File: src/sv/assert_macros.svh
// Assertion macros used by the decoder RTL.
// Depends on nothing; the users supply clock and reset names as arguments.
`ifndef ASSERT_MACROS_SVH
`define ASSERT_MACROS_SVH
`ifndef SYNTH
// Property checked at every rising clock edge outside reset.
`define ASSERT_CLK(lbl, clk_sig, rstn_sig, prop) \
    lbl: assert property (@(posedge clk_sig) disable iff (!rstn_sig) (prop)) \
        else $error("assertion failed");
// Condition that must never hold outside reset.
`define ASSERT_NEVER(lbl, clk_sig, rstn_sig, cond) \
    lbl: assert property (@(posedge clk_sig) disable iff (!rstn_sig) !(cond)) \
        else $error("forbidden condition seen");
`else
`define ASSERT_CLK(lbl, clk_sig, rstn_sig, prop)
`define ASSERT_NEVER(lbl, clk_sig, rstn_sig, cond)
`endif
`endif

File: src/sv/cppm_pkg.sv
// Package for the combined-PPM frame decoder: constants, state and result types,
// and the slot to channel remap function. Depends on nothing.
package cppm_pkg;

    localparam int MAX_CHANNELS = 8;
    localparam int SLOT_W       = 4;
    localparam int TIME_W       = 16;
    localparam int CHAN_W       = 3;

    localparam logic [SLOT_W-1:0] SLOT_LIMIT = 4'd15;
    localparam logic [SLOT_W-1:0] SLOT_MAX   = SLOT_W'(MAX_CHANNELS);
    localparam logic [TIME_W-1:0] SYNC_RESET = 16'd3000;

    typedef struct packed {
        logic [SLOT_W-1:0] slot_index;
        logic [SLOT_W-1:0] highest_slot;
        logic [TIME_W-1:0] last_edge_time;
        logic [TIME_W-1:0] pulse_start;
    } state_t;

    typedef struct packed {
        logic              width_valid;
        logic [CHAN_W-1:0] channel_index;
        logic [TIME_W-1:0] pulse_width;
        logic              sync_seen;
        logic              frame_done;
        logic [SLOT_W-1:0] channel_count;
    } result_t;

    // Slots 1, 2, 3 map to channels 3, 1, 2; slot k above that maps to channel k.
    function automatic logic [CHAN_W-1:0] remap_slot(input logic [SLOT_W-1:0] slot);
        logic [SLOT_W-1:0] less_one;
        less_one = slot - 4'd1;
        unique case (slot)
            4'd1:    remap_slot = 3'd2;
            4'd2:    remap_slot = 3'd0;
            4'd3:    remap_slot = 3'd1;
            default: remap_slot = less_one[CHAN_W-1:0];
        endcase
    endfunction

endpackage

File: src/sv/cppm_edge_logic.sv
// Combinational handling of one edge: computes the next decoder state and the
// result item from the current state. Depends on cppm_pkg.
module cppm_edge_logic (
    input  cppm_pkg::state_t         state_cur,
    input  logic [15:0]              edge_time,
    input  logic [15:0]              sync_threshold,
    output cppm_pkg::state_t         state_nxt,
    output cppm_pkg::result_t        result
);

    logic [15:0] gap;
    logic        sync;
    logic [3:0]  slot_base;

    assign gap  = edge_time - state_cur.last_edge_time;
    assign sync = gap > sync_threshold;
    assign slot_base = sync ? 4'd0 : state_cur.slot_index;

    always_comb
    begin
        state_nxt                = state_cur;
        state_nxt.last_edge_time = edge_time;
        result                   = '0;
        result.sync_seen         = sync;

        if (slot_base == 4'd0)
        begin
            state_nxt.pulse_start = edge_time;
            state_nxt.slot_index  = 4'd1;
        end
        else if (slot_base <= cppm_pkg::SLOT_MAX)
        begin
            result.width_valid    = 1'b1;
            result.channel_index  = cppm_pkg::remap_slot(slot_base);
            result.pulse_width    = edge_time - state_cur.pulse_start;
            state_nxt.pulse_start = edge_time;
            state_nxt.slot_index  = (slot_base < cppm_pkg::SLOT_LIMIT) ?
                                    slot_base + 4'd1 : slot_base;
        end
        else
        begin
            state_nxt.slot_index = slot_base;
        end

        if (state_nxt.slot_index > state_cur.highest_slot)
            state_nxt.highest_slot = state_nxt.slot_index;
        else if (state_nxt.slot_index == state_cur.highest_slot)
            result.frame_done = 1'b1;

        result.channel_count = state_nxt.highest_slot;
    end

endmodule

File: src/sv/cppm_frame_decoder.sv
// Top level of the combined-PPM frame decoder: handshakes, state registers,
// result register and checks. Depends on cppm_pkg, cppm_edge_logic, assert_macros.svh.
//
//  Channel | Handshake              | Payload
//  --------+------------------------+----------------------------------------------
//  config  | cfg_valid / cfg_ready  | cfg_data (sync_threshold, 16 bit)
//  input   | in_valid / in_ready    | edge_time
//  output  | out_valid / out_ready  | width_valid, channel_index, pulse_width,
//          |                        | sync_seen, frame_done, channel_count
//
// Each edge item is handled combinationally: the edge logic works on the state
// registers and the incoming timestamp, and its result is written into the output
// register when the item is accepted. A new item is taken in every cycle in
// which the output register is empty or is being emptied, so the sustained rate
// is one item per clock. Reset clears the slot counters, both timestamps and the
// output valid flag, and loads the sync threshold with 3000 ticks. The config
// port is always ready.
`include "assert_macros.svh"

module cppm_frame_decoder (
    input  logic        clk,
    input  logic        rst_n,
    input  logic        cfg_valid,
    output logic        cfg_ready,
    input  logic [15:0] cfg_data,
    input  logic        in_valid,
    output logic        in_ready,
    input  logic [15:0] edge_time,
    output logic        out_valid,
    input  logic        out_ready,
    output logic        width_valid,
    output logic [2:0]  channel_index,
    output logic [15:0] pulse_width,
    output logic        sync_seen,
    output logic        frame_done,
    output logic [3:0]  channel_count
);

    cppm_pkg::state_t  state_reg;
    cppm_pkg::state_t  state_next;
    cppm_pkg::result_t result_next;
    cppm_pkg::result_t result_reg;
    logic [15:0]       threshold_reg;
    logic              out_valid_reg;
    logic              in_fire;

    // The output register frees up in the same cycle it is read out, so the
    // input side only stalls while a result is held and not being taken.
    assign in_ready  = !out_valid_reg || out_ready;
    assign in_fire   = in_valid && in_ready;
    assign cfg_ready = 1'b1;

    cppm_edge_logic u_edge (
        .state_cur      (state_reg),
        .edge_time      (edge_time),
        .sync_threshold (threshold_reg),
        .state_nxt      (state_next),
        .result         (result_next)
    );

    always_ff @(posedge clk or negedge rst_n)
    begin
        if (!rst_n)
        begin
            threshold_reg <= cppm_pkg::SYNC_RESET;
        end
        else if (cfg_valid)
        begin
            threshold_reg <= cfg_data;
        end
    end

    always_ff @(posedge clk or negedge rst_n)
    begin
        if (!rst_n)
        begin
            state_reg     <= '0;
            out_valid_reg <= 1'b0;
        end
        else
        begin
            if (in_fire)
                state_reg <= state_next;
            if (in_fire)
                out_valid_reg <= 1'b1;
            else if (out_ready)
                out_valid_reg <= 1'b0;
        end
    end

    // Result payload needs no reset; it is qualified by out_valid.
    always_ff @(posedge clk)
    begin
        if (in_fire)
            result_reg <= result_next;
    end

    assign out_valid     = out_valid_reg;
    assign width_valid   = result_reg.width_valid;
    assign channel_index = result_reg.channel_index;
    assign pulse_width   = result_reg.pulse_width;
    assign sync_seen     = result_reg.sync_seen;
    assign frame_done    = result_reg.frame_done;
    assign channel_count = result_reg.channel_count;

    // The slot counter never runs ahead of the learned highest count.
    `ASSERT_CLK(a_slot_below_highest, clk, rst_n, state_reg.slot_index <= state_reg.highest_slot)
    // A reported width always leaves at least two slots learned.
    `ASSERT_CLK(a_width_count, clk, rst_n, (out_valid && width_valid) |-> (channel_count >= 4'd2))
    // Without a width, the channel and width fields read as zero.
    `ASSERT_CLK(a_idle_fields, clk, rst_n,
                (out_valid && !width_valid) |-> (channel_index == 3'd0 && pulse_width == 16'd0))
    // A held result blocks new input.
    `ASSERT_NEVER(a_no_overrun, clk, rst_n, out_valid && !out_ready && in_ready)

endmodule
File: config.mk
export PLATFORM = sky130hd
export DESIGN_NAME = cppm_frame_decoder
export DESIGN_NICKNAME = d
export VERILOG_FILES = /design/src/sv/cppm_pkg.sv /design/src/sv/cppm_edge_logic.sv /design/src/sv/cppm_frame_decoder.sv
export VERILOG_INCLUDE_DIRS = /design/src /design/src/sv
export SDC_FILE = /design/constraint.sdc
export NUM_CORES = 1
export LEC_CHECK = 0
export ABC_AREA = 1
export BUFFER_PORTS_ARGS = -buffer_cell sky130_fd_sc_hd__buf_2
export CAP_MARGIN = 25
export CORE_AREA = 2 2 173 90
export CTS_CLUSTER_DIAMETER = 80
export DETAILED_ROUTE_END_ITERATION = 10
export DIE_AREA = 0 0 175 92
export PLACE_DENSITY_LB_ADDON = 0.3
export SLEW_MARGIN = 25
export SYNTH_ARGS = -nofsm -noshare
export SYNTH_HDL_FRONTEND = slang
export SYNTH_HIERARCHICAL = 1
export SYNTH_SLANG_ARGS = --single-unit
File: constraint.sdc
create_clock -name clk -period 6.35 [get_ports clk]
set_input_delay 0.635 -clock clk [delete_from_list [all_inputs] [get_ports clk]]
set_output_delay 0.635 -clock clk [all_outputs]
set_load 0.01 [all_outputs]
==> impl_metrics.tcl <==
set metrics [dict create \
    synth_top_area_share_pct 21.7 \
    top_usage_layer "met1" \
    final_cell_area_sq_um 6400 \
    cts_tree "done" \
    final_cell_mix "nand2_1 (185), inv_1 (101), buf_2 (64)" \
    core_area_sq_um 14900 \
    grt_start_max_net_pins 58 \
    grt_pass1_vias 4267 \
    fin_crit_ns 5.53 \
    gr-usage-all-layers_pct 16.9 \
    start_util_pct 38.8 \
    fin_nets 847 \
    slowest_stage "a21oi_1" \
    drt_iter0_markers 305 \
    numCtsBuffers 9 \
    die_y_um 92 \
    relSlewSlack_pct 43.9 \
    antenna_cells 0 \
    power_density_nw_per_um2 343 \
    io_buffers 64 \
    clkSinkCount 83 \
    sw_frac_of_total_pct 37.7 \
    yosysWarnings 6 \
    place.gp.congestion 0.850 \
    clockPowerShare_pct 26.4 \
    tns_ns 0 \
    met1_usage_pct 26.9 \
    clk_pin_slew_ns 0.06 \
    grtUsageMet3_pct 3.98 \
    hold_viol 0 \
    hpwl_um 9400 \
    ant_nets 0 \
    htree_levels 3 \
    status "completed" \
    critPathMaxFanout 7 \
    routedWlPerCell_um 13.1 \
    hold_buffers 0 \
    cpMostUsedCell "nand2_1" \
    drive_gt1_share_pct 13.8 \
    wl_um 12600 \
    area_growth_pct 11.1 \
    synthDistinctLibCells 39 \
    synth.area.top_cells "dfrtp_1 (22%), edfxtp_1 (14%), nand2_1 (12%)" \
    dieWidth_um 175 \
    combPwrFrac_pct 40.3 \
    synth_seq_cells 83 \
    max_stage_delay_ns 0.43 \
    final_common_cell "nand2_1" \
    synth_cells 718 \
    seq_area_frac_synth_pct 38.5 \
    cts_resized 0 \
    endpoint_kind "register" \
    power.leakage_uw 0.00331 \
    routed_via_density 4.77 \
    yosysTopAreaCell "dfrtp_1" \
    met2_usage_pct 22.5 \
    drv_cap 0 \
    synth_area_sq_um 5760 \
    ctsRootBufferMaster "clkbuf_16" \
    placedInstanceArea_sq_um 6040 \
    r2r_slack_ns 0.92 \
    setup_violations 0 \
    critPathKind "input pin to register" \
    num-fill-cells 1481 \
    dieArea_sq_um 16100 \
    worst_ep_arrival_time_ns 5.80 \
    finalCritPeriodShare_pct 87.1 \
    rows 32 \
    vdd_ir_drop_max_uv 161 \
    slew_viol_final 0 \
    fmax_mhz 181 \
    antenna_found_initial 0 \
    vias 4589 \
    overflow 0 \
    cts_setup_buffers 0 \
    rsz0062_at_grt "false" \
    largest_register_ff_count 40 \
    clk_latency_ns 0.34 \
    start_kind "input pin" \
    cts_buffer_depth 2 \
    syn_avg_cell_area_sq_um 8.02 \
    switching_power_uw 827 \
    intPower_uw 1370 \
    grt_pass1_wl_um 21700 \
    p_seq_share_pct 33.4 \
    drc_errors 0 \
    syn_nets 811 \
    worstPathRequired_ns 6.62 \
    num_io_pins 66 \
    finClkSkew_ns 0.00929 \
    first_pass_iters 4 \
    hold_class "input pin to asynchronous set/reset pin" \
    worst_pin_slew_ns 0.842 \
]
==> logic make-up after synthesis <==
family	after synthesis	synth area share, %
buffers and inverters	146	12.1
other	1	0.0651
multiplexers	1	0.196
AO/OA/AOI/OAI	115	11.6
flip-flops	83	38.5
adder cells (fa/ha/maj)	56	12.4
AND/OR/NAND/NOR	289	21.1
XOR/XNOR	27	4.11
==> area by class of cell <==
class | instances | area (sq um) | share of cell area, %
Multi-Input combinational cell | 489 | 2850 | 44.5
Sequential cell | 83 | 2220 | 34.6
Inverter | 104 | 392 | 6.12
Timing Repair Buffer | 67 | 363 | 5.67
Clock buffer | 12 | 256 | 4.01
Tap cell | 204 | 255 | 3.99
Clock inverter | 4 | 71.3 | 1.11
==> worst paths after layout <==
kind,endpoint,cells after the start,startpoint
max,state_reg[33]$_DFFE_PN0P_,31,edge_time[0]
min,threshold_reg[1]$_DFFE_PN0P_,2,rst_n
max reg2reg,state_reg[33]$_DFFE_PN0P_,30,state_reg[19]$_DFFE_PN0P_
min reg2reg,threshold_reg[9]$_DFFE_PN1P_,2,threshold_reg[9]$_DFFE_PN1P_
max in group asynchronous,state_reg[11]$_DFFE_PN0P_,2,rst_n
min in group clk,threshold_reg[9]$_DFFE_PN1P_,2,threshold_reg[9]$_DFFE_PN1P_
==> cells in the mapped netlist, drive strengths merged <==
master  instances
dfrtp          50
ha             54
a21o            2
buf            41
fa              2
nor2           36
nor3            3
xor2           16
clkbuf          1
nand2         190
conb            1
nand3          53
mux2            1
a21oi          42
a21boi          1
clkinv          1
o21a            2
o211ai          1
nand4           7
o31ai           4
edfxtp         26
xnor2          11
a211oi          3
o21ai          52
o21bai          3
inv           103
a31oi           5
dfstp           7
==> stage by stage <==
stage	cells	setup slack [ns]	hold slack (ns)	util [%]	power (uW)
3_3_place_gp	946	0.759	0.456	40.7	1620
5_1_grt	963	0.320	0.487	43.1	2400
3_5_place_dp	946	0.562	0.459	40.7	1620
2_1_floorplan	718	1.29	0.339	-	1430
6_report	963	0.820	0.447	43.1	2200
4_1_cts	962	0.916	0.469	42.9	2210
==> critical path: cells and delay by family <==
family / cells / cell delay [ns]
AND/OR/NAND/NOR: 13 / 1.46
AO/OA/AOI/OAI: 8 / 1.93
XOR/XNOR: 1 / 0.15
adder cells (fa/ha/maj): 5 / 1.25
buffers and inverters: 4 / 0.35
==> power groups by stage <==
| stage | Clock (uW) | Combinational, uW | Sequential, uW |
|---|---|---|---|
| 2_1_floorplan | 0 | 671 | 758 |
| 3_3_place_gp | 0 | 871 | 745 |
| 3_5_place_dp | 0 | 878 | 741 |
| 4_1_cts | 595 | 884 | 734 |
| 5_1_grt | 617 | 1030 | 746 |
| 6_report | 579 | 884 | 733 |
==> per-layer routing <==
layer  up-vias  routed length (um)
met4         0                 118
met3        10                 706
li1       2378                   -
met1      2089                7170
met5         -                   0
met2       112                4620
Note: power is estimated with default switching activity, not from simulation.
